## src/sv/cpualu_pkg.sv

```systemverilog
`timescale 1ns / 1ps
// ----------------------------------------------------------------------------
// cpualu_pkg
// Shared types, command codes, flag positions and masks for the 8-bit
// accumulator ALU with binary and BCD arithmetic.
// ----------------------------------------------------------------------------
package cpualu_pkg;

   typedef enum logic [3:0] {
      CMD_ADC = 4'd0,
      CMD_SBC = 4'd1,
      CMD_AND = 4'd2,
      CMD_EOR = 4'd3,
      CMD_ORA = 4'd4,
      CMD_CMP = 4'd5,
      CMD_CPX = 4'd6,
      CMD_CPY = 4'd7,
      CMD_BIT = 4'd8,
      CMD_INC = 4'd9,
      CMD_DEC = 4'd10,
      CMD_INX = 4'd11,
      CMD_INY = 4'd12,
      CMD_DEX = 4'd13,
      CMD_DEY = 4'd14
   } cmd_type;

   // status byte bit positions
   localparam int FLAG_N = 7;
   localparam int FLAG_V = 6;
   localparam int FLAG_D = 3;
   localparam int FLAG_Z = 1;
   localparam int FLAG_C = 0;

   // bits kept before the new flags are merged in
   localparam logic [7:0] ARITH_KEEP_MASK = 8'b0011_1100;
   localparam logic [7:0] NZ_KEEP_MASK    = 8'b0111_1101;
   localparam logic [7:0] BIT_KEEP_MASK   = 8'b0011_1101;
   localparam logic [7:0] NV_MASK         = 8'hC0;

   // BCD digit correction
   localparam logic [4:0] BCD_LO_LIMIT = 5'h0A;
   localparam logic [3:0] BCD_LO_FIX   = 4'h6;
   localparam logic [8:0] BCD_HI_LIMIT = 9'h0A0;
   localparam logic [9:0] BCD_HI_FIX   = 10'h060;

   typedef struct packed {
      logic [3:0] command;
      logic [7:0] operand;
      logic [7:0] acc_in;
      logic [7:0] index_x_in;
      logic [7:0] index_y_in;
      logic [7:0] flags_in;
   } req_type;

   typedef struct packed {
      logic [7:0] acc_out;
      logic [7:0] index_x_out;
      logic [7:0] index_y_out;
      logic [7:0] flags_out;
      logic [7:0] mem_out;
   } rsp_type;

   typedef struct packed {
      logic n;
      logic v;
      logic z;
      logic c;
   } arith_flags_type;

   // replace N and Z from a result byte, keep the rest
   function automatic logic [7:0] set_nz(logic [7:0] p, logic [7:0] value);
      logic [7:0] r;
      r         = p & NZ_KEEP_MASK;
      r[FLAG_N] = value[7];
      r[FLAG_Z] = (value == 8'h00);
      return r;
   endfunction

endpackage

```

## src/sv/cpualu_req_if.sv

```systemverilog
`timescale 1ns / 1ps
// ----------------------------------------------------------------------------
// cpualu_req_if
// Valid/ready channel carrying one ALU operation request.
// ----------------------------------------------------------------------------
interface cpualu_req_if;
   logic                valid;
   logic                ready;
   cpualu_pkg::req_type data;

   modport source (output valid, output data, input ready);
   modport sink   (input valid, input data, output ready);
endinterface

```

## src/sv/cpualu_rsp_if.sv

```systemverilog
`timescale 1ns / 1ps
// ----------------------------------------------------------------------------
// cpualu_rsp_if
// Valid/ready channel carrying one ALU result.
// ----------------------------------------------------------------------------
interface cpualu_rsp_if;
   logic                valid;
   logic                ready;
   cpualu_pkg::rsp_type data;

   modport source (output valid, output data, input ready);
   modport sink   (input valid, input data, output ready);
endinterface

```

## src/sv/cpualu_addsub.sv

```systemverilog
`timescale 1ns / 1ps
// ----------------------------------------------------------------------------
// cpualu_addsub
// ADC/SBC datapath: binary add with carry, plus BCD digit correction for
// decimal mode. Flags follow NMOS behavior.
// ----------------------------------------------------------------------------
module cpualu_addsub (
   input  logic                        sub_en,
   input  logic                        dec_en,
   input  logic                        carry_in,
   input  logic [7:0]                  acc,
   input  logic [7:0]                  opnd,
   output logic [7:0]                  result,
   output cpualu_pkg::arith_flags_type flags
);

   logic [7:0] opnd_eff;
   logic [8:0] bin_sum;
   logic       bin_v;

   // decimal add
   logic [4:0] adc_lo;
   logic [4:0] adc_lo_adj;
   logic [8:0] adc_hi;
   logic [9:0] adc_signed;
   logic [9:0] adc_fix;
   logic       adc_v;

   // decimal subtract
   logic [5:0] sbc_lo;
   logic [5:0] sbc_lo_adj;
   logic [3:0] sbc_lo_nib;
   logic [9:0] sbc_hi;
   logic [9:0] sbc_fix;

   // SBC is A + ~B + C in binary
   assign opnd_eff = sub_en ? ~opnd : opnd;
   assign bin_sum  = {1'b0, acc} + {1'b0, opnd_eff} + {8'h00, carry_in};
   assign bin_v    = (acc[7] == opnd_eff[7]) && (bin_sum[7] != acc[7]);

   always_comb begin
      adc_lo = {1'b0, acc[3:0]} + {1'b0, opnd[3:0]} + {4'h0, carry_in};
      if (adc_lo >= cpualu_pkg::BCD_LO_LIMIT) begin
         adc_lo_adj = {1'b1, adc_lo[3:0] + cpualu_pkg::BCD_LO_FIX};
      end else begin
         adc_lo_adj = adc_lo;
      end
      adc_hi = {1'b0, acc[7:4], 4'h0} + {1'b0, opnd[7:4], 4'h0} + {4'h0, adc_lo_adj};
      // high nibbles taken as signed for V
      adc_signed = {{2{acc[7]}}, acc[7:4], 4'h0} + {{2{opnd[7]}}, opnd[7:4], 4'h0}
                 + {5'h00, adc_lo_adj};
      adc_v = !((adc_signed[9:7] == 3'b000) || (adc_signed[9:7] == 3'b111));
      if (adc_hi >= cpualu_pkg::BCD_HI_LIMIT) begin
         adc_fix = {1'b0, adc_hi} + cpualu_pkg::BCD_HI_FIX;
      end else begin
         adc_fix = {1'b0, adc_hi};
      end
   end

   always_comb begin
      sbc_lo     = {2'b00, acc[3:0]} - {2'b00, opnd[3:0]} + {5'h00, carry_in} - 6'd1;
      sbc_lo_nib = sbc_lo[3:0] - cpualu_pkg::BCD_LO_FIX;
      // low borrow: corrected digit minus 16
      if (sbc_lo[5]) begin
         sbc_lo_adj = {2'b11, sbc_lo_nib};
      end else begin
         sbc_lo_adj = sbc_lo;
      end
      sbc_hi = {2'b00, acc[7:4], 4'h0} - {2'b00, opnd[7:4], 4'h0}
             + {{4{sbc_lo_adj[5]}}, sbc_lo_adj};
      if (sbc_hi[9]) begin
         sbc_fix = sbc_hi - cpualu_pkg::BCD_HI_FIX;
      end else begin
         sbc_fix = sbc_hi;
      end
   end

   always_comb begin
      flags.z = (bin_sum[7:0] == 8'h00);
      if (dec_en && !sub_en) begin
         result  = adc_fix[7:0];
         flags.n = adc_hi[7];
         flags.v = adc_v;
         flags.c = adc_fix[9] | adc_fix[8];
      end else begin
         result  = (dec_en && sub_en) ? sbc_fix[7:0] : bin_sum[7:0];
         flags.n = bin_sum[7];
         flags.v = bin_v;
         flags.c = bin_sum[8];
      end
   end

endmodule

```

## src/sv/cpualu_exec.sv

```systemverilog
`timescale 1ns / 1ps
// ----------------------------------------------------------------------------
// cpualu_exec
// Single-pass execute logic: decodes the command and forms the new
// registers, status byte and memory write-back byte.
// ----------------------------------------------------------------------------
module cpualu_exec (
   input  cpualu_pkg::req_type req,
   output cpualu_pkg::rsp_type rsp
);

   logic [7:0]                  arith_result;
   cpualu_pkg::arith_flags_type arith_flags;
   logic                        sub_en;

   logic [7:0] and_val;
   logic [7:0] eor_val;
   logic [7:0] ora_val;
   logic [7:0] cmp_src;
   logic [8:0] cmp_diff;
   logic [7:0] step_src;
   logic       step_down;
   logic [7:0] step_val;

   assign sub_en = (req.command == cpualu_pkg::CMD_SBC);

   cpualu_addsub u_addsub (
      .sub_en   (sub_en),
      .dec_en   (req.flags_in[cpualu_pkg::FLAG_D]),
      .carry_in (req.flags_in[cpualu_pkg::FLAG_C]),
      .acc      (req.acc_in),
      .opnd     (req.operand),
      .result   (arith_result),
      .flags    (arith_flags)
   );

   assign and_val = req.acc_in & req.operand;
   assign eor_val = req.acc_in ^ req.operand;
   assign ora_val = req.acc_in | req.operand;

   always_comb begin
      case (cpualu_pkg::cmd_type'(req.command))
         cpualu_pkg::CMD_CPX: cmp_src = req.index_x_in;
         cpualu_pkg::CMD_CPY: cmp_src = req.index_y_in;
         default:             cmp_src = req.acc_in;
      endcase
   end
   assign cmp_diff = {1'b0, cmp_src} - {1'b0, req.operand};

   // one shared incrementer/decrementer for INC/DEC/INX/INY/DEX/DEY
   always_comb begin
      case (cpualu_pkg::cmd_type'(req.command))
         cpualu_pkg::CMD_INX, cpualu_pkg::CMD_DEX: step_src = req.index_x_in;
         cpualu_pkg::CMD_INY, cpualu_pkg::CMD_DEY: step_src = req.index_y_in;
         default:                                  step_src = req.operand;
      endcase
   end
   assign step_down = (req.command == cpualu_pkg::CMD_DEC) ||
                      (req.command == cpualu_pkg::CMD_DEX) ||
                      (req.command == cpualu_pkg::CMD_DEY);
   assign step_val  = step_src + (step_down ? 8'hFF : 8'h01);

   always_comb begin
      rsp.acc_out     = req.acc_in;
      rsp.index_x_out = req.index_x_in;
      rsp.index_y_out = req.index_y_in;
      rsp.flags_out   = req.flags_in;
      rsp.mem_out     = 8'h00;
      case (cpualu_pkg::cmd_type'(req.command))
         cpualu_pkg::CMD_ADC, cpualu_pkg::CMD_SBC: begin
            rsp.acc_out   = arith_result;
            rsp.flags_out = req.flags_in & cpualu_pkg::ARITH_KEEP_MASK;
            rsp.flags_out[cpualu_pkg::FLAG_N] = arith_flags.n;
            rsp.flags_out[cpualu_pkg::FLAG_V] = arith_flags.v;
            rsp.flags_out[cpualu_pkg::FLAG_Z] = arith_flags.z;
            rsp.flags_out[cpualu_pkg::FLAG_C] = arith_flags.c;
         end
         cpualu_pkg::CMD_AND: begin
            rsp.acc_out   = and_val;
            rsp.flags_out = cpualu_pkg::set_nz(req.flags_in, and_val);
         end
         cpualu_pkg::CMD_EOR: begin
            rsp.acc_out   = eor_val;
            rsp.flags_out = cpualu_pkg::set_nz(req.flags_in, eor_val);
         end
         cpualu_pkg::CMD_ORA: begin
            rsp.acc_out   = ora_val;
            rsp.flags_out = cpualu_pkg::set_nz(req.flags_in, ora_val);
         end
         cpualu_pkg::CMD_CMP, cpualu_pkg::CMD_CPX, cpualu_pkg::CMD_CPY: begin
            rsp.flags_out = cpualu_pkg::set_nz(req.flags_in, cmp_diff[7:0]);
            // carry is unsigned no-borrow
            rsp.flags_out[cpualu_pkg::FLAG_C] = !cmp_diff[8];
         end
         cpualu_pkg::CMD_BIT: begin
            rsp.flags_out = (req.flags_in & cpualu_pkg::BIT_KEEP_MASK)
                          | (req.operand & cpualu_pkg::NV_MASK);
            rsp.flags_out[cpualu_pkg::FLAG_Z] = (and_val == 8'h00);
         end
         cpualu_pkg::CMD_INC, cpualu_pkg::CMD_DEC: begin
            rsp.mem_out   = step_val;
            rsp.flags_out = cpualu_pkg::set_nz(req.flags_in, step_val);
         end
         cpualu_pkg::CMD_INX, cpualu_pkg::CMD_DEX: begin
            rsp.index_x_out = step_val;
            rsp.flags_out   = cpualu_pkg::set_nz(req.flags_in, step_val);
         end
         cpualu_pkg::CMD_INY, cpualu_pkg::CMD_DEY: begin
            rsp.index_y_out = step_val;
            rsp.flags_out   = cpualu_pkg::set_nz(req.flags_in, step_val);
         end
         default: begin
            // unused code: pass everything through
            rsp.mem_out = 8'h00;
         end
      endcase
   end

endmodule

```

## src/sv/cpu_alu_with_decimal_mode.sv

```systemverilog
`timescale 1ns / 1ps
// Path: request transfer -> input register -> execute logic -> result register.
// Throughput: one operation per cycle while responses are accepted; the input
// register refills while the result register drains, so both stages advance
// together. A stalled response holds the result register; the input stage
// stalls only once it is occupied as well.
// Reset (synchronous, active high) empties both stages; no other state.
// ----------------------------------------------------------------------------
// cpu_alu_with_decimal_mode
// 8-bit accumulator-machine ALU with BCD ADC/SBC: input register, execute
// logic, result register, valid/ready on both sides.
// ----------------------------------------------------------------------------
module cpu_alu_with_decimal_mode (
   input  logic                clock,
   input  logic                reset,
   cpualu_req_if.sink          req_ch,
   cpualu_rsp_if.source        rsp_ch
);

   logic                in_valid_ff;
   logic                in_valid_in;
   cpualu_pkg::req_type in_data_ff;
   cpualu_pkg::req_type in_data_in;
   logic                rsp_valid_ff;
   logic                rsp_valid_in;
   cpualu_pkg::rsp_type rsp_data_ff;
   cpualu_pkg::rsp_type rsp_data_in;
   cpualu_pkg::rsp_type core_rsp;

   logic out_free;
   logic in_free;

   assign out_free = !rsp_valid_ff || rsp_ch.ready;
   assign in_free  = !in_valid_ff || out_free;

   assign req_ch.ready = in_free;
   assign rsp_ch.valid = rsp_valid_ff;
   assign rsp_ch.data  = rsp_data_ff;

   cpualu_exec u_exec (
      .req (in_data_ff),
      .rsp (core_rsp)
   );

   always_comb begin
      in_valid_in  = in_valid_ff;
      in_data_in   = in_data_ff;
      rsp_valid_in = rsp_valid_ff;
      rsp_data_in  = rsp_data_ff;
      if (in_free) begin
         in_valid_in = req_ch.valid;
         if (req_ch.valid) begin
            in_data_in = req_ch.data;
         end
      end
      if (out_free) begin
         rsp_valid_in = in_valid_ff;
         if (in_valid_ff) begin
            rsp_data_in = core_rsp;
         end
      end
   end

   always_ff @(posedge clock) begin
      if (reset) begin
         in_valid_ff  <= 1'b0;
         rsp_valid_ff <= 1'b0;
      end else begin
         in_valid_ff  <= in_valid_in;
         rsp_valid_ff <= rsp_valid_in;
      end
      in_data_ff  <= in_data_in;
      rsp_data_ff <= rsp_data_in;
   end

   // a request transfer always lands in the input stage
   assert property (@(posedge clock) disable iff (reset)
      req_ch.valid && req_ch.ready |=> in_valid_ff)
      else $error("request transfer lost at input stage");

   // an occupied input stage moves on whenever the result stage frees up
   assert property (@(posedge clock) disable iff (reset)
      in_valid_ff && out_free |=> rsp_valid_ff)
      else $error("input stage did not advance to result stage");

   // result stage takes exactly the execute output
   assert property (@(posedge clock) disable iff (reset)
      in_valid_ff && out_free |=> rsp_data_ff == $past(core_rsp))
      else $error("result register does not match execute output");

   // write-back byte only for INC and DEC
   assert property (@(posedge clock) disable iff (reset)
      in_valid_ff && (in_data_ff.command != cpualu_pkg::CMD_INC)
                  && (in_data_ff.command != cpualu_pkg::CMD_DEC)
      |-> core_rsp.mem_out == 8'h00)
      else $error("mem_out nonzero for a non INC/DEC command");

   // X changes only on INX or DEX
   assert property (@(posedge clock) disable iff (reset)
      in_valid_ff && (core_rsp.index_x_out != in_data_ff.index_x_in)
      |-> (in_data_ff.command == cpualu_pkg::CMD_INX) ||
          (in_data_ff.command == cpualu_pkg::CMD_DEX))
      else $error("X modified by a command that does not write it");

   // reset empties both stages
   assert property (@(posedge clock)
      reset |=> !in_valid_ff && !rsp_valid_ff)
      else $error("pipeline not empty after reset");

endmodule
```

## src/flat_wrapper.sv

```systemverilog
// flat-port wrapper written by rule: the top's interface ports become plain ports
module cpu_alu_with_decimal_mode_flat 
  (clock, reset, req_ch_valid, req_ch_data, req_ch_ready, rsp_ch_valid, rsp_ch_data, rsp_ch_ready);
  cpualu_req_if req_ch_i ();
  cpualu_rsp_if rsp_ch_i ();
  input  logic clock;
  input  logic reset;
  input wire logic [$bits(req_ch_i.valid)-1:0] req_ch_valid;
  input wire logic [$bits(req_ch_i.data)-1:0] req_ch_data;
  output wire logic [$bits(req_ch_i.ready)-1:0] req_ch_ready;
  output wire logic [$bits(rsp_ch_i.valid)-1:0] rsp_ch_valid;
  output wire logic [$bits(rsp_ch_i.data)-1:0] rsp_ch_data;
  input wire logic [$bits(rsp_ch_i.ready)-1:0] rsp_ch_ready;
  assign req_ch_i.valid = req_ch_valid;
  assign req_ch_i.data = req_ch_data;
  assign req_ch_ready = req_ch_i.ready;
  assign rsp_ch_valid = rsp_ch_i.valid;
  assign rsp_ch_data = rsp_ch_i.data;
  assign rsp_ch_i.ready = rsp_ch_ready;
  cpu_alu_with_decimal_mode u_core (.clock(clock), .reset(reset), .req_ch(req_ch_i), .rsp_ch(rsp_ch_i));
endmodule
```

## config.mk

```make
export PLATFORM = sky130hd
export DESIGN_NAME = cpu_alu_with_decimal_mode_flat
export DESIGN_NICKNAME = d
export VERILOG_FILES = /design/src/sv/cpualu_pkg.sv /design/src/sv/cpualu_req_if.sv /design/src/sv/cpualu_rsp_if.sv /design/src/sv/cpualu_addsub.sv /design/src/sv/cpualu_exec.sv /design/src/sv/cpu_alu_with_decimal_mode.sv /design/src/flat_wrapper.sv
export SDC_FILE = /design/constraint.sdc
export NUM_CORES = 1
export LEC_CHECK = 0
export CORE_ASPECT_RATIO = 0.9
export CORE_UTILIZATION = 35
export DETAILED_ROUTE_END_ITERATION = 10
export DONT_BUFFER_PORTS = 1
export PLACE_DENSITY = 0.57
export SLEW_MARGIN = 20
export SYNTH_ARGS = -nofsm -noshare
export SYNTH_HDL_FRONTEND = slang
export SYNTH_SLANG_ARGS = --single-unit
```

## constraint.sdc

```tcl
create_clock -name clock -period 4.6 [get_ports clock]
set_input_delay 0.46 -clock clock [delete_from_list [all_inputs] [get_ports clock]]
set_output_delay 0.46 -clock clock [all_outputs]
set_load 0.02 [all_outputs]
```

==> results of run 1 <==
==> stage by stage <==
stage	cells	setup TNS, ns	power, mW	instance area (um^2)
floorplan	632	0	1.56	6520
global placement	873	0	1.75	6910
detailed placement	873	-0.316	1.78	6910
CTS	894	0	2.52	7250
global route	902	-0.412	2.70	7420
finish	902	0	2.58	7420
==> logic make-up (layout without fill, tap and decap cells) <==
logic type,count (synthesis),in the layout,synth area share [%]
simple gates,180,180,13.6
compound gates,149,149,15.8
flops,86,86,39.6
fa+ha+maj,73,73,15.6
buf+inv,66,96,4.10
xor+xnor,47,47,6.36
mux,31,31,4.95
==> registers in the layout, indices dropped and copies added, names as in the netlist <==
signal / flops
u_core.rsp_ch.valid: 1
u_core.in_data_ff: 44
u_core.rsp_ch.data: 40
u_core.in_valid_ff: 1
==> layer usage <==
layer | vias to the layer above | global-route usage, % | wire (um)
met5 | - | 0 | 0
met2 | 219 | 28.3 | 7900
li1 | 2382 | - | -
met4 | 0 | 5.82 | 338
met3 | 35 | 3.40 | 1010
met1 | 2520 | 28.1 | 9310
==> layout by cell type (no fill, tap or decap), types with 7 or more instances in the layout <==
cell	instances
buf_4	34
nor3_1	8
o211ai_1	7
mux2i_1	23
nor4_1	8
xnor2_1	32
nand2_1	69
a21oi_1	25
xor2_1	13
nand3_1	11
edfxtp_1	84
a211oi_1	9
nor2b_1	8
nand4_1	8
nand2b_1	7
mux2_2	8
nor2_1	33
clkbuf_16	9
inv_2	7
ha_1	57
fa_1	10
o21ai_0	35
inv_1	35
a22oi_1	11
==> cell type report <==
| cell class | instances | area share, % |
|---|---|---|
| well taps | 240 | 4.05 |
| flip-flops and latches | 86 | 34.5 |
| inverters | 42 | 2.13 |
| clock buffers | 9 | 3.04 |
| multi-input cells | 480 | 51.0 |
| clock inverters | 7 | 0.928 |
| repair buffers | 38 | 4.28 |
==> worst max-delay path: stages, from the launching register on <==
cell	delay [ns]
edfxtp_1	0.36
inv_2	0.05
fa_2	0.40
fa_2	0.56
ha_2	0.20
inv_2	0.04
a31o_4	0.21
a211o_1	0.28
and2_4	0.16
inv_2	0.05
fa_2	0.19
inv_2	0.05
ha_4	0.16
fa_1	0.54
inv_2	0.06
ha_4	0.18
o221ai_4	0.21
a21oi_4	0.11
buf_6	0.13
buf_6	0.10
a32oi_2	0.17
a22oi_2	0.10
==> power breakdown <==
part	internal [mW]	switching, mW
logic	0.376	0.488
registers	0.920	0.0677
clock network	0.384	0.340
total	1.68	0.896
==> path summary, 6_finish.rpt <==
check                                               startpoint                          endpoint  depth (start not counted)
worst max register to register  u_core.in_data_ff[0]$_DFFE_PP_  u_core.rsp_ch.data[38]$_DFFE_PP_                         21
worst max-delay path            u_core.in_data_ff[0]$_DFFE_PP_  u_core.rsp_ch.data[38]$_DFFE_PP_                         21
worst min register to register  u_core.in_data_ff[5]$_DFFE_PP_  u_core.rsp_ch.data[13]$_DFFE_PP_                          0
worst min-delay path                                     reset  u_core.rsp_ch.valid$_SDFFE_PP0P_                          1
==> what timing repair did <==
item | in CTS | in global routing
setup buffers | 5 | 6
pin swaps | 7 | 6
resized for setup | 2 | 16
setup endpoints to repair | 3 | 4
==> impl_metrics.csv, run 1 <==
group,metric,value,unit
status,status,"completed",
power,p_per_area,347,mW/mm^2
floorplan,coreArea,0.0178,mm^2
timing,fin_worst_skew,0.0103,ns
synthesis,syn-num-nets,753,
drt,drc,0,
synthesis,async_reset_ff_share,0,%
placement,pre_cts_slack,-0.122,ns
timing,hold_violations,0,
finish,diodes,0,
setup_path,crit_type,"reg2reg",
clock_tree,worstSkewPairLatency,0.35,ns
synthesis,syn-cell-area,0.00647,mm^2
synthesis,ys_seq_elements,86,
finish,drive_above_1_share,15.1,%
worst_hold_path,min_path_type,"in2reg",
timing,clock.fmax,218,MHz
clock_tree,cts_tree,"done",
timing,fin_hold_ws,0.170,ns
timing,rsz0062_at_grt,"yes",
clock_tree,clockBufferDepth,2,
floorplan,die_h,131,um
synthesis,ys_top_cells_by_area,"edfxtp_1, ha_1, xnor2_1",
grt,antenna_found_initial,0,
drt,routed_wl,18600,um
finish,fin_util,41.6,%
finish,syn_to_final_growth,14.6,%
grt,grt_use_total,19.1,%
clock_tree,htreeDepth,3,
timing,setup_viol,0,
finish,nets,778,
grt,grt_pass1_wl,27800,um
power,peakVddDrop,0.148,mV
drt,drt_iter0_markers,450,
grt,grt_max_degree,45,
synthesis,syn_inst,632,
floorplan,start_util,36.3,%
synthesis,yosysMostFrequentCell,"edfxtp_1",
synthesis,synth.top_cell.area_share,39.0,%
timing,slew_headroom,46.4,%
drt,wl_per_cell,20.6,um
setup_path,crit_path_start_kind,"flip-flop",
synthesis,synthTopCellsByCount,"edfxtp_1, nand2_1, ha_1",
grt,overflow,0,
setup_path,r2r_setup_slack,0.02,ns
clock_tree,hold_buffers,0,
synthesis,yosysUniqueCellTypes,64,
finish,multi_input_area,0.00379,mm^2
setup_path,cp.arrival,4.66,ns
floorplan,die_width,145,um
finish,regArea,0.00256,mm^2
timing,finalCritPeriodShare,99.6,%
drt,firstDrtPassIters,5,
drt,num_vias,5156,
finish,fillers,1734,
floorplan,die_area,0.0190,mm^2
clock_tree,cts.sinks,86,
clock_tree,cts-buffers-inserted,9,
floorplan,row_count,46,
grt,grt_pass1_vias,4917,
floorplan,boundaryPins,90,
synthesis,synth_enable_flop_cells,84,
drt,via_per_inst,5.72,
placement,hpwl,14100,um
synthesis,ys_seq_area_share,39.6,%
setup_path,required,4.68,ns
synthesis,yosys.area.top_type,"edfxtp_1",
clock_tree,clockRootBuffer,"clkbuf_16",
drt,postRouteAntennaNets,0,
placement,portBuffers,0,
placement,gp_congestion,0.886,
setup_path,critPathCaptureType,"flip-flop",
timing,fin_crit,4.58,ns
timing,worst_pin_slew,0.804,ns
setup_path,crit_fanout,4,
synthesis,synth_ff_type,"edfxtp_1",
clock_tree,path_clk_slew,0.07,ns
power,power.leakage,2.93,nW
timing,worst_slack,0.0200,ns
synthesis,yosys_warnings,0,
job,drv_cap,0,
timing,slew_viol_final,0,
synthesis,synth_area_per_cell,10.2,um^2
Power figures use the tool's default switching activity.
==> inputs of run 2 (changes only) <==
- REMOVE_ABC_BUFFERS: unset -> 1
==> impl_metrics.csv, run 2 (synthesis gave the netlist of run 1 again) <==
group,metric,value,unit
drt,via_per_inst,5.56,
clock_tree,htreeDepth,3,
setup_path,required,4.79,ns
drt,drc,0,
power,p_comb_share,32.2,%
timing,worst_slack,0.0512,ns
finish,fin_util,41.3,%
timing,finalCritPeriodShare,98.9,%
placement,portBuffers,0,
clock_tree,cts-buffers-inserted,9,
grt,grt_max_degree,45,
worst_hold_path,min_path_type,"in2reg",
floorplan,start_util,36.3,%
finish,layout.cells.most_common,"edfxtp_1",
clock_tree,hold_buffers,0,
grt,grt_use_total,19.9,%
floorplan,coreArea,0.0178,mm^2
grt,overflow,0,
finish,largest_register_ffs,44,
placement,pre_cts_slack,-0.295,ns
placement,hpwl,14500,um
power,intPower,1.66,mW
timing,worst_pin_slew,0.590,ns
drt,firstDrtPassIters,5,
clock_tree,cts_tree,"done",
power,pwr-share-seq,38.8,%
timing,rsz0062_at_grt,"yes",
setup_path,cp.arrival,4.74,ns
floorplan,die_area,0.0190,mm^2
floorplan,boundaryPins,90,
drt,routed_wl,18700,um
clock_tree,cts.sinks,86,
drt,drt_iter0_markers,387,
placement,gp_congestion,0.883,
setup_path,critPathCaptureType,"flip-flop",
power,p_clk_share,28.9,%
clock_tree,clockRootBuffer,"clkbuf_16",
finish,regMostFlops,"u_core.in_data_ff",
power,power,2.54,mW
finish,nets,779,
power,peakVddDrop,0.161,mV
finish,final_cell_mix,"edfxtp_1, nand2_1, ha_1",
grt,grt_pass1_wl,28900,um
timing,slew_viol_final,0,
setup_path,crit_path_start_kind,"flip-flop",
timing,fin_worst_skew,0.0152,ns
power,power.leakage,2.92,nW
job,drv_cap,0,
drt,wl_per_cell,20.7,um
clock_tree,worstSkewPairLatency,0.35,ns
timing,hold_violations,0,
finish,drive_above_1_share,14.6,%
power,p_switching,0.885,mW
clock_tree,path_clk_slew,0.08,ns
timing,slew_headroom,60.6,%
floorplan,die_width,145,um
drt,num_vias,5020,
setup_path,crit_type,"reg2reg",
power,netSwitchingFraction,34.8,%
status,status,"completed",
drt,postRouteAntennaNets,0,
timing,setup_viol,0,
floorplan,die_h,131,um
timing,fin_hold_ws,0.173,ns
power,p_per_area,345,mW/mm^2
finish,diodes,0,
timing,clock.fmax,220,MHz
setup_path,crit_fanout,4,
timing,fin_crit,4.55,ns
grt,antenna_found_initial,0,
clock_tree,clockBufferDepth,2,
grt,grt_pass1_vias,5011,
finish,syn_to_final_growth,13.8,%
floorplan,row_count,46,
-- run 2: cell count changes in the layout (fill, tap and decap cells not counted), moves of 2 or more --
cell      previous run  this run
buf_12               2         0
buf_4               34        39
buf_6                2         0
inv_8                3         1
o221ai_2             0         2
-- run 2: per-stage QoR --
step / cells / cell area (um^2) / TNS (ns)
after floorplan: 608 / 6370 / -0.584
after global placement: 883 / 6940 / -0.212
final: 903 / 7370 / 0
after detailed placement: 883 / 6940 / -0.764
after global routing: 903 / 7370 / -0.231
after CTS: 899 / 7260 / -0.0694
-- run 2: final cells by class --
class / instances / area, um^2
Multi-Input combinational cell: 480 / 3760
Sequential cell: 86 / 2560
Tap cell: 240 / 300
Fill cell: 1790 / 10500
Clock inverter: 7 / 71.3
Timing Repair Buffer: 39 / 293
Inverter: 42 / 158
Clock buffer: 9 / 225
-- run 2: timing repair --
action                                  in CTS  in global routing
resized for setup                            7                 17
buffers inserted                             0                  4
pin swaps                                    1                  2
endpoints found under the setup margin       3                  4
-- run 2: power by group through the flow --
stage	registers [mW]	logic, mW	clock network [mW]
final	0.987	0.819	0.735
after global routing	0.992	0.906	0.775
after CTS	0.987	0.773	0.751
after detailed placement	1.00	0.762	0
after global placement	1.00	0.740	0
after floorplan	0.998	0.535	0
-- run 2: per-layer routing --
layer	GRT usage [%]	up-vias	routed length (um)
met2	31.1	208	8080
met1	28.8	2417	9360
li1	-	2376	-
met4	4.15	0	173
met5	0	-	0
met3	3.40	19	1100
-- run 2: worst paths after layout --
check,startpoint,endpoint,slack [ns],depth (start not counted)
setup / recovery,u_core.in_data_ff[0]$_DFFE_PP_,u_core.rsp_ch.data[38]$_DFFE_PP_,0.05,21
setup reg to reg,u_core.in_data_ff[0]$_DFFE_PP_,u_core.rsp_ch.data[38]$_DFFE_PP_,0.05,21
hold reg to reg,u_core.in_data_ff[4]$_DFFE_PP_,u_core.rsp_ch.data[12]$_DFFE_PP_,0.42,0
hold / removal,reset,u_core.rsp_ch.valid$_SDFFE_PP0P_,0.17,1
-- run 2: critical path: stages (launching register included) --
cell      delay [ns]
edfxtp_1        0.38
inv_2           0.06
fa_2            0.41
fa_2            0.38
xor2_2          0.16
ha_2            0.22
inv_2           0.04
a31o_4          0.20
a211o_1         0.27
and2_4          0.17
inv_2           0.05
fa_2            0.19
inv_2           0.05
ha_4            0.15
fa_1            0.52
inv_2           0.07
ha_4            0.17
o221ai_2        0.20
a21oi_4         0.10
o311ai_0        0.32
a21oi_1         0.08
a22oi_1         0.20
==> inputs of run 3 (changes only) <==
--- a/constraint.sdc
+++ b/constraint.sdc
@@ -3,2 +3,2 @@
 set_output_delay 0.46 -clock clock [all_outputs]
-set_load 0.02 [all_outputs]
+set_load 0.05 [all_outputs]
==> impl_metrics.csv, run 3 (synthesis gave the netlist of run 1 again) <==
group,metric,value,unit
drt,postRouteAntennaNets,0,
setup_path,slowest_stage,"fa_1",
grt,grt_pass1_vias,5011,
setup_path,cp_num_buf_inv,5,
timing,hold_violations,0,
finish,layout.cells.most_common,"edfxtp_1",
setup_path,r2r_setup_slack,0.06,ns
finish,fin_util,41.4,%
finish,nets,780,
timing,slew_viol_final,0,
setup_path,crit_path_start_kind,"flip-flop",
setup_path,critPathMostFrequentCell,"inv_2",
drt,routed_wl,18700,um
drt,via_per_inst,5.54,
timing,slew_headroom,61.4,%
timing,fin_crit,4.54,ns
finish,regMostFlops,"u_core.in_data_ff",
placement,dpl_cell_area,0.00694,mm^2
timing,setup_viol,0,
timing,fin_worst_skew,0.0147,ns
floorplan,die_area,0.0190,mm^2
finish,final_cell_mix,"edfxtp_1, nand2_1, ha_1",
job,drv_cap,0,
setup_path,crit_fanout,4,
setup_path,path_delay_family,"adder cells",
clock_tree,clockRootBuffer,"clkbuf_16",
drt,drt_iter0_markers,433,
clock_tree,htreeDepth,3,
setup_path,cp.arrival,4.74,ns
worst_hold_path,min_path_type,"in2reg",
timing,worst_pin_slew,0.578,ns
power,intPower,1.66,mW
clock_tree,clockBufferDepth,2,
power,p_clk_share,28.3,%
floorplan,coreArea,0.0178,mm^2
timing,rsz0062_at_grt,"yes",
floorplan,die_width,145,um
floorplan,die_h,131,um
clock_tree,cts.sinks,86,
drt,num_vias,5006,
finish,largest_register_ffs,44,
power,p_per_area,351,mW/mm^2
setup_path,slowest_delay,0.52,ns
placement,dp.cells,883,
setup_path,critPathCaptureType,"flip-flop",
finish,fin_area,0.00738,mm^2
floorplan,row_count,46,
power,power,2.59,mW
finish,syn_to_final_growth,14.1,%
clock_tree,cts_tree,"done",
setup_path,required,4.79,ns
floorplan,start_util,36.3,%
drt,wl_per_cell,20.7,um
clock_tree,worstSkewPairLatency,0.35,ns
clock_tree,path_clk_slew,0.08,ns
finish,instances_no_fill,904,
grt,grt_max_degree,45,
timing,finalCritPeriodShare,98.8,%
grt,antenna_found_initial,0,
power,power.leakage,2.93,nW
timing,fin_hold_ws,0.172,ns
setup_path,path_cells,"inv_2, fa_2, fa_2, xor2_2, ha_2, inv_2, a31o_4, a211o_1, and2_4, inv_2, fa_2, inv_2, ha_4, fa_1, inv_2, ha_4, o221ai_2, a21oi_4, o311ai_0, a21oi_1, a22oi_1",
finish,diodes,0,
power,peakVddDrop,0.160,mV
power,netSwitchingFraction,36.0,%
drt,firstDrtPassIters,5,
finish,drive_above_1_share,14.8,%
timing,clock.fmax,220,MHz
grt,grt_use_total,19.9,%
setup_path,crit_type,"reg2reg",
power,p_switching,0.932,mW
placement,portBuffers,0,
floorplan,boundaryPins,90,
power,p_comb_share,31.8,%
grt,overflow,0,
grt,grt_pass1_wl,28900,um
status,status,"completed",
placement,gp_congestion,0.883,
clock_tree,cts-buffers-inserted,9,
power,pwr-share-seq,39.9,%
placement,hpwl,14500,um
drt,drc,0,
-- run 3: power groups by stage --
stage                     clock [mW]  sequential, mW  combinational, mW
final                          0.734            1.03              0.822
after global placement             0            1.05              0.740
after detailed placement           0            1.05              0.762
after global routing           0.775            1.04              0.908
after floorplan                    0            1.05              0.535
after CTS                      0.751            1.03              0.773
-- run 3: layer usage --
layer  routed length, um  share of wire, %  global-route usage [%]  up-vias
met2                8080                43                    31.1      209
met3                1160               6.2                    3.40       17
li1                    -                 -                       -     2375
met5                   0                 0                       0        -
met1                9300                50                    28.8     2405
met4                 154              0.82                    4.15        0
-- run 3: cell type report --
class | instances | area [um^2]
multi-input combinational | 480 | 3750
inverter | 42 | 158
timing repair buffer | 40 | 313
fill | 1786 | 10500
tap | 240 | 300
clock buffer | 9 | 225
clock inverter | 7 | 71.3
sequential | 86 | 2560
-- run 3: repair_timing --
| action | in CTS | in global routing |
|---|---|---|
| pin swaps | 1 | 2 |
| setup buffers | 0 | 4 |
| hold buffers | 0 | 0 |
| endpoints found under the setup margin | 3 | 4 |
| endpoints found under the hold margin | 0 | 0 |
| gates resized for setup | 7 | 17 |
-- run 3: final timing paths --
check,start,end,cells past startpoint
worst min-delay path,reset,u_core.rsp_ch.valid$_SDFFE_PP0P_,1
worst min register to register,u_core.in_data_ff[4]$_DFFE_PP_,u_core.rsp_ch.data[12]$_DFFE_PP_,0
worst max-delay path,u_core.in_data_ff[0]$_DFFE_PP_,u_core.rsp_ch.data[38]$_DFFE_PP_,21
worst max register to register,u_core.in_data_ff[0]$_DFFE_PP_,u_core.rsp_ch.data[38]$_DFFE_PP_,21
-- run 3: metrics by stage --
stage	setup WS, ns	setup TNS (ns)
2_1_floorplan	-0.222	-0.584
3_3_place_gp	-0.103	-0.212
3_5_place_dp	-0.295	-0.764
4_1_cts	-0.0484	-0.0694
5_1_grt	-0.129	-0.231
6_report	0.0556	0
-- run 3: worst register-to-register path: cells and delay by family, from the launching register on --
kind	cells	cell delay (ns)
AO/OA/AOI/OAI	7	1.37
XOR/XNOR	1	0.16
adder cells (fa/ha/maj)	7	2.04
buffers and inverters	5	0.27
flip-flops	1	0.38
AND/OR/NAND/NOR	1	0.17
